**config.mk**
```make
export PLATFORM = sky130hd
export DESIGN_NAME = rfba_ctrl
export DESIGN_NICKNAME = d
export VERILOG_FILES = /design/src/design/rfba_pkg.sv /design/src/design/rfba_ctrl.sv
export SDC_FILE = /design/constraint.sdc
export NUM_CORES = 1
export LEC_CHECK = 0
export BUFFER_PORTS_ARGS = -buffer_cell sky130_fd_sc_hd__buf_2
export CORE_UTILIZATION = 45
export CTS_CLUSTER_SIZE = 24
export DETAILED_ROUTE_END_ITERATION = 12
export PLACE_DENSITY = 0.72
export SLEW_MARGIN = 10
export SYNTH_ARGS = -nofsm -noshare
export SYNTH_HDL_FRONTEND = slang
export SYNTH_SLANG_ARGS = --single-unit
```
**constraint.sdc**
```tcl
create_clock -name clk -period 3 [get_ports clk]
set_input_delay 0.3 -clock clk [delete_from_list [all_inputs] [get_ports clk]]
set_output_delay 0.3 -clock clk [all_outputs]
set_load 0.03 [all_outputs]
```
**src/design/rfba_pkg.sv**
```systemverilog
// ----------------------------------------------------------------------------
// rfba_pkg
// Shared types and constants of the radial free block allocator: request and
// response beats, register map, and the command and status bundles between
// the controller and the datapath.
// ----------------------------------------------------------------------------
package rfba_pkg;

	localparam int REQ_TYPE_W  = 2;
	localparam int INDEX_W     = 12;
	localparam int VALUE_W     = 16;
	localparam int COUNT_W     = 13;
	localparam int APB_DATA_W  = 32;
	localparam int APB_ADDR_W  = 5;

	// request codes
	localparam logic [REQ_TYPE_W-1:0] REQ_READ  = 2'd0;
	localparam logic [REQ_TYPE_W-1:0] REQ_WRITE = 2'd1;
	localparam logic [REQ_TYPE_W-1:0] REQ_ALLOC = 2'd2;

	// register indexes
	localparam logic [2:0] REG_MAP_FIRST = 3'd0;
	localparam logic [2:0] REG_MAP_LAST  = 3'd1;
	localparam logic [2:0] REG_COUNT     = 3'd2;
	localparam logic [2:0] REG_LOWER     = 3'd3;
	localparam logic [2:0] REG_FREE      = 3'd4;
	localparam logic [2:0] REG_CHAIN_END = 3'd5;

	typedef struct packed {
		logic [REQ_TYPE_W-1:0] req_type;
		logic [INDEX_W-1:0]    block_index;
		logic [VALUE_W-1:0]    write_value;
	} req_item_t;

	typedef struct packed {
		logic [VALUE_W-1:0] read_value;
		logic [INDEX_W-1:0] granted_block;
		logic               status;
	} rsp_item_t;

	typedef enum logic [1:0] {
		ADDR_REQ   = 2'd0,
		ADDR_RIGHT = 2'd1,
		ADDR_LEFT  = 2'd2
	} addr_sel_t;

	typedef struct packed {
		logic      load_req;
		logic      init_search;
		logic      step_right;
		logic      step_left;
		logic      mem_rd;
		logic      mem_we;
		addr_sel_t addr_sel;
		logic      wr_chain_end;
		logic      res_read;
		logic      res_grant;
		logic      res_full;
		logic      out_load;
	} cmd_t;

	typedef struct packed {
		logic [REQ_TYPE_W-1:0] req_type;
		logic                  r_act;
		logic                  l_act;
		logic                  l_in_depth;
		logic                  match;
		logic                  out_free;
	} sts_t;

endpackage

```
**src/design/rfba_ctrl.sv**
```systemverilog
// ----------------------------------------------------------------------------
// rfba_ctrl
// Request sequencer: decodes each request, walks the alternating right/left
// probe rounds of an allocation and hands the result to the output register.
// ----------------------------------------------------------------------------
module rfba_ctrl (
	input  logic          clk,
	input  logic          arst_n,
	input  logic          req_valid,
	output logic          req_ready,
	input  rfba_pkg::sts_t sts,
	output rfba_pkg::cmd_t cmd
);

	typedef enum logic [12:0] {
		S_IDLE  = 13'b0000000000001,
		S_DEC   = 13'b0000000000010,
		S_RD    = 13'b0000000000100,
		S_RDATA = 13'b0000000001000,
		S_WR    = 13'b0000000010000,
		S_INIT  = 13'b0000000100000,
		S_PR    = 13'b0000001000000,
		S_CR    = 13'b0000010000000,
		S_PL    = 13'b0000100000000,
		S_CL    = 13'b0001000000000,
		S_GR    = 13'b0010000000000,
		S_GL    = 13'b0100000000000,
		S_DONE  = 13'b1000000000000
	} state_t;

	state_t state_q, state_d;

	always_ff @(posedge clk or negedge arst_n) begin
		if (!arst_n) begin
			state_q <= S_IDLE;
		end else begin
			state_q <= state_d;
		end
	end

	assign req_ready = (state_q == S_IDLE);

	always_comb begin
		state_d  = state_q;
		cmd      = '0;
		cmd.addr_sel = rfba_pkg::ADDR_REQ;
		unique case (state_q)
			S_IDLE: begin
				if (req_valid) begin
					cmd.load_req = 1'b1;
					state_d      = S_DEC;
				end
			end
			S_DEC: begin
				if (sts.req_type == rfba_pkg::REQ_READ) begin
					state_d = S_RD;
				end else if (sts.req_type == rfba_pkg::REQ_WRITE) begin
					state_d = S_WR;
				end else if (sts.req_type == rfba_pkg::REQ_ALLOC) begin
					state_d = S_INIT;
				end else begin
					state_d = S_DONE;
				end
			end
			S_RD: begin
				cmd.mem_rd = 1'b1;
				state_d    = S_RDATA;
			end
			S_RDATA: begin
				cmd.res_read = 1'b1;
				state_d      = S_DONE;
			end
			S_WR: begin
				cmd.mem_we = 1'b1;
				state_d    = S_DONE;
			end
			S_INIT: begin
				cmd.init_search = 1'b1;
				state_d         = S_PR;
			end
			S_PR: begin
				cmd.addr_sel = rfba_pkg::ADDR_RIGHT;
				if (sts.r_act) begin
					cmd.mem_rd = 1'b1;
					state_d    = S_CR;
				end else if (sts.l_act) begin
					state_d = S_PL;
				end else begin
					cmd.res_full = 1'b1;
					state_d      = S_DONE;
				end
			end
			S_CR: begin
				if (sts.match) begin
					state_d = S_GR;
				end else begin
					cmd.step_right = 1'b1;
					state_d        = S_PL;
				end
			end
			S_PL: begin
				cmd.addr_sel = rfba_pkg::ADDR_LEFT;
				if (sts.l_act && sts.l_in_depth) begin
					cmd.mem_rd = 1'b1;
					state_d    = S_CL;
				end else begin
					cmd.step_left = sts.l_act;
					state_d       = S_PR;
				end
			end
			S_CL: begin
				if (sts.match) begin
					state_d = S_GL;
				end else begin
					cmd.step_left = 1'b1;
					state_d       = S_PR;
				end
			end
			S_GR: begin
				cmd.addr_sel     = rfba_pkg::ADDR_RIGHT;
				cmd.mem_we       = 1'b1;
				cmd.wr_chain_end = 1'b1;
				cmd.res_grant    = 1'b1;
				state_d          = S_DONE;
			end
			S_GL: begin
				cmd.addr_sel     = rfba_pkg::ADDR_LEFT;
				cmd.mem_we       = 1'b1;
				cmd.wr_chain_end = 1'b1;
				cmd.res_grant    = 1'b1;
				state_d          = S_DONE;
			end
			S_DONE: begin
				if (sts.out_free) begin
					cmd.out_load = 1'b1;
					state_d      = S_IDLE;
				end
			end
			default: begin
				state_d = S_IDLE;
			end
		endcase
	end

endmodule

```
* Yosys cells after proc, flatten, opt, wreduce, memory -nomap -nowiden
Cells that the tools add are included.
** Storage, ports and cells
- Bits in registers :: 13
- Latch bits :: 0
- Bits in writable memories :: 0
- Bits in read-only memories :: 0
- Input port bits :: 10
- Output and inout port bits :: 14
- Memories :: 0
** Operators by class
- $add $sub $neg :: 0
- $mul :: 0
- Divide/modulo/power cells :: 0
- Magnitude comparators :: 0
- Eq/ne operators :: 17
- Shifts and indexed selects :: 0
- Multiplexer cells :: 30
- Bitwise gates (word level) :: 0
- Reduce and logical (&&, ||, !) cells :: 8
** Operators by type and width (count)
- one-hot mux 13 bit (10 select lines) :: 1
- two-way mux 13 bit :: 7
- two-way mux 1 bit :: 16
- equality test 13 x 1 -> 1 bit (second input constant) :: 1
- equality test 13 x 10 -> 1 bit (second input constant) :: 1
- equality test 13 x 11 -> 1 bit (second input constant) :: 1
- equality test 13 x 12 -> 1 bit (second input constant) :: 1
- equality test 13 bit (second input constant) :: 1
- equality test 13 x 2 -> 1 bit (second input constant) :: 1
- equality test 13 x 3 -> 1 bit (second input constant) :: 1
- equality test 13 x 4 -> 1 bit (second input constant) :: 1
- equality test 13 x 5 -> 1 bit (second input constant) :: 1
- equality test 13 x 6 -> 1 bit (second input constant) :: 1
- equality test 13 x 7 -> 1 bit (second input constant) :: 1
- equality test 13 x 8 -> 1 bit (second input constant) :: 1
- equality test 13 x 9 -> 1 bit (second input constant) :: 1
- two-way mux 12 bit :: 1
- two-way mux 11 bit :: 1
- two-way mux 10 bit :: 1
- OR reduction 2 bit :: 3
- inequality test 2 bit (second input constant) :: 2
- one-hot mux 2 bit (2 select lines) :: 1
- OR reduction 4 bit :: 1
- one-hot mux 1 bit (3 select lines) :: 1
- other kinds (7) :: 7

* Logic depth before layout (Yosys ltp)
- Depth in word-level cells :: 5
- Gate-level depth with buffers :: 6
- Gate-level depth less buffers :: 5

* Least setup slack after synthesis
OpenSTA, ideal clock, no wires.
- Path type :: register to output
- From :: register state_q[1]
- To :: output port cmd[6] (netlist bit)
- Arrival :: 2139 ps
- Setup slack :: 561 ps
- Cell stages (with the launch flop) :: 4
- Path buffers :: 0
- Path through :: dfrtp_1 -> nor4_4 -> and3_1 -> nor4b_1
** RTL lines
- from (decl) :: RTL line rfba_ctrl.sv:31 : state_t state_q, state_d;
- from (signal assigned) :: RTL line rfba_ctrl.sv:37 : state_q <= state_d;
- to (decl) :: RTL line rfba_ctrl.sv:12 : output rfba_pkg::cmd_t cmd

==> run summary <==
Status -> finished, final reports clean
Clk_lat worst skew -> 0.27 ns
Largest regs -> state_q (13)
Synthesized area per cell -> 9.20 µm²
GP Congestion -> 0.846
Die height -> 48.3 µm
Maximum fanout along the worst path -> 8
GRT overflow -> 0
CTS Root Cell -> clkbuf_4
Pwr dens -> 610 nW/µm²
Initial core utilization -> 0.487
Cell Area, Synth -> 966 µm²
Post-synth EDFFs -> 0
Post-layout minimum cycle time -> 2.42 ns
Critical Path RT -> 2.70 ns
Largest area contributor in the synthesized netlist -> dfrtp_1
Routed wire length -> 2270 µm
# H-tree levels -> 1
Top Ports -> 24
Max_slew headroom -> 0.700
CTS tree -> done
Port Buf Inserts -> 23
Register area -> 327 µm²
DIE AREA -> 2340 µm²
Slowest-stage cell, CP -> nor4_4
Worst ir drop on vdd -> 0.392 mV
Initial antenna violation count -> 0
Core Util, Final -> 0.561
Max FFs per register -> 13
Post-Route Setup TNS -> 0 ns
Vias per cell -> 5.84
Leakage -> 0.537 nW
Fmax -> 414 MHz
Cells along the critical path -> nor4_4, nand4_4, nor2_2, and2_4, or3_1, buf_2
N_diodes -> 0
Worst R2R Path Depth -> 5
Setup crit end kind -> output port
Crit path largest cell delay -> 0.51 ns
Clock tree buffer depth -> 2
Max Cap Viol -> 0
CTS Buf Count -> 3
Filler instances -> 191
Clock transition at path regs -> 0.08 ns
Synthesized flop and latch total -> 13
Vias in the first global route -> 829
Share of the synthesized area in the top cell type -> 0.311
Crit start category -> register
R2r setup slk -> 1.21 ns
Clock skew -> 0.00186 ns
DRT Pass-1 Iters -> 6
Via Count -> 900
Row count -> 16
DRC viols -> 0
Most frequent cells in the layout -> 23 x buf_2, 12 x dfrtp_1, 10 x nor2_1, 7 x nor3_1, 6 x nand2_1
WP data arrival -> 2.12 ns
HPWL after DPL -> 1700 µm
Width of the die -> 48.3 µm
Commonest non-fill, non-tap cell in the layout -> buf_2
Layout cells sized above 1 -> 0.315
First-pass GRT wire length -> 3800 µm
Mapped Cells -> 105
Post-synthesis async set-or-reset flop share -> 1.00
Detail Route Antenna Nets -> 0
R2r endpoint -> state_q[12]$_DFFE_PN0P_
Area Growth Syn to Fin -> 15.2%
Area of the multi-input gates -> 589 µm²
Critical path class -> reg2out
CTS sink count -> 13
Hold Vio Cnt, Final -> 0
Post_cts resized -> 0
Largest net degree at the start of global routing -> 14
Critical Path Sink -> cmd[8]
CP startpoint -> state_q[1]$_DFFE_PN0P_
Final Max Tran Viols -> 0
Syn. warnings -> 0
Nets@finish -> 138
CORE AREA -> 1980 µm²
Hold Path Class -> in2reg
Post-synthesis sequential area ratio -> 0.338
Largest cells by area after synthesis -> dfrtp_1 31%, nor4_4 6.6%, nor2_1 3.9%, nor3_1 3.6%, xor2_1 3.6%
Main flop type after synthesis -> dfrtp_1
Setup-failing EPs final -> 0
Netlist cell types -> 44
Iter 0 DRT Violations -> 28
Syn_nets -> 115
Measured slew at the worst slew-check pin -> 0.446 ns
RSZ-0062 raised after global routing -> false
WL per Instance -> 14.7 µm
Final Power -> 0.678 mW
Gr usage total -> 0.212
Largest reg by FF count -> state_q
Period utilisation layout -> 0.805
FF-to-FF Start -> state_q[9]$_DFFE_PN0P_
[worst min-delay path by stage]
stage | start | endpoint | slack (ns) | cells past startpoint
after detailed placement | arst_n | state_q[1]$_DFFE_PN0P_ | 0.21 | 1
after CTS | req_valid | state_q[0]$_DFFE_PN1P_ | 0.18 | 2
after floorplan | arst_n | state_q[10]$_DFFE_PN0P_ | 0.004 | 0
after global placement | arst_n | state_q[12]$_DFFE_PN0P_ | 0.21 | 1
after global routing | sts[6] | state_q[2]$_DFFE_PN0P_ | 0.19 | 2
final | req_valid | state_q[0]$_DFFE_PN1P_ | 0.19 | 2
[cells by family after synthesis]
family / synth area share
DFF: 0.338
xor gates and xnor gates: 0.0544
AOI/OAI and AO/OA: 0.0920
buffers and inverters: 0.0518
and+or+nand+nor: 0.464
[layer usage]
metal | GRT usage | share of wire | routed length, µm
met1 | 0.295 | 0.48 | 1090
met2 | 0.317 | 0.45 | 1020
met5 | 0 | 0 | 0
met4 | 0.118 | 0.024 | 55
met3 | 0.0314 | 0.047 | 107
[metrics by stage]
| stage | hold WS, ns | instance area [µm²] | worst slack (ns) | std cells |
|---|---|---|---|---|
| 3_5_place_dp | 0.206 | 1080 | 0.931 | 149 |
| 2_1_floorplan | 0.00441 | 966 | 0.561 | 105 |
| 3_3_place_gp | 0.205 | 1080 | 0.953 | 149 |
| 6_report | 0.193 | 1110 | 0.584 | 154 |
| 4_1_cts | 0.183 | 1110 | 0.601 | 154 |
| 5_1_grt | 0.191 | 1110 | 0.482 | 154 |
[cell usage after synthesis, types with 2 or more instances]
| cell type | count |
|---|---|
| nor4_4 | 3 |
| and3_1 | 4 |
| xnor2_1 | 2 |
| nand3_1 | 3 |
| nor4_1 | 4 |
| inv_1 | 3 |
| dfrtp_1 | 12 |
| nand2_1 | 6 |
| buf_2 | 4 |
| nor3_1 | 7 |
| o21ai_0 | 3 |
| o31ai_1 | 2 |
| and2_1 | 2 |
| nand3b_1 | 3 |
| xor2_1 | 4 |
| nor2_1 | 10 |
| or3_1 | 2 |
| nor2_2 | 2 |
| nand2b_1 | 4 |
[report_power, final]
group	internal (mW)	switching [mW]	leakage (nW)
registers	0.200	0.0440	0.177
logic	0.131	0.194	0.346
clock network	0.0515	0.0576	0.0150
[layout make-up]
cell class | instances | area share
well taps | 27 | 0.0304
multi-input cells | 83 | 0.530
inverters | 3 | 0.0101
flip-flops and latches | 13 | 0.294
repair buffers | 24 | 0.112
clock buffers | 4 | 0.0236
[what timing repair did]
item                                   in CTS  in global routing
hold buffers                                1                  0
endpoints found under the hold margin      12                  0
setup buffers                               0                  0
[critical path: cells and delay by family, from the launching register on]
family / cells / cell delay [ns]
and+or+nand+nor: 5 / 1.17
DFF: 1 / 0.48
buffers and inverters: 1 / 0.18
Power figures use the tool's default switching activity.
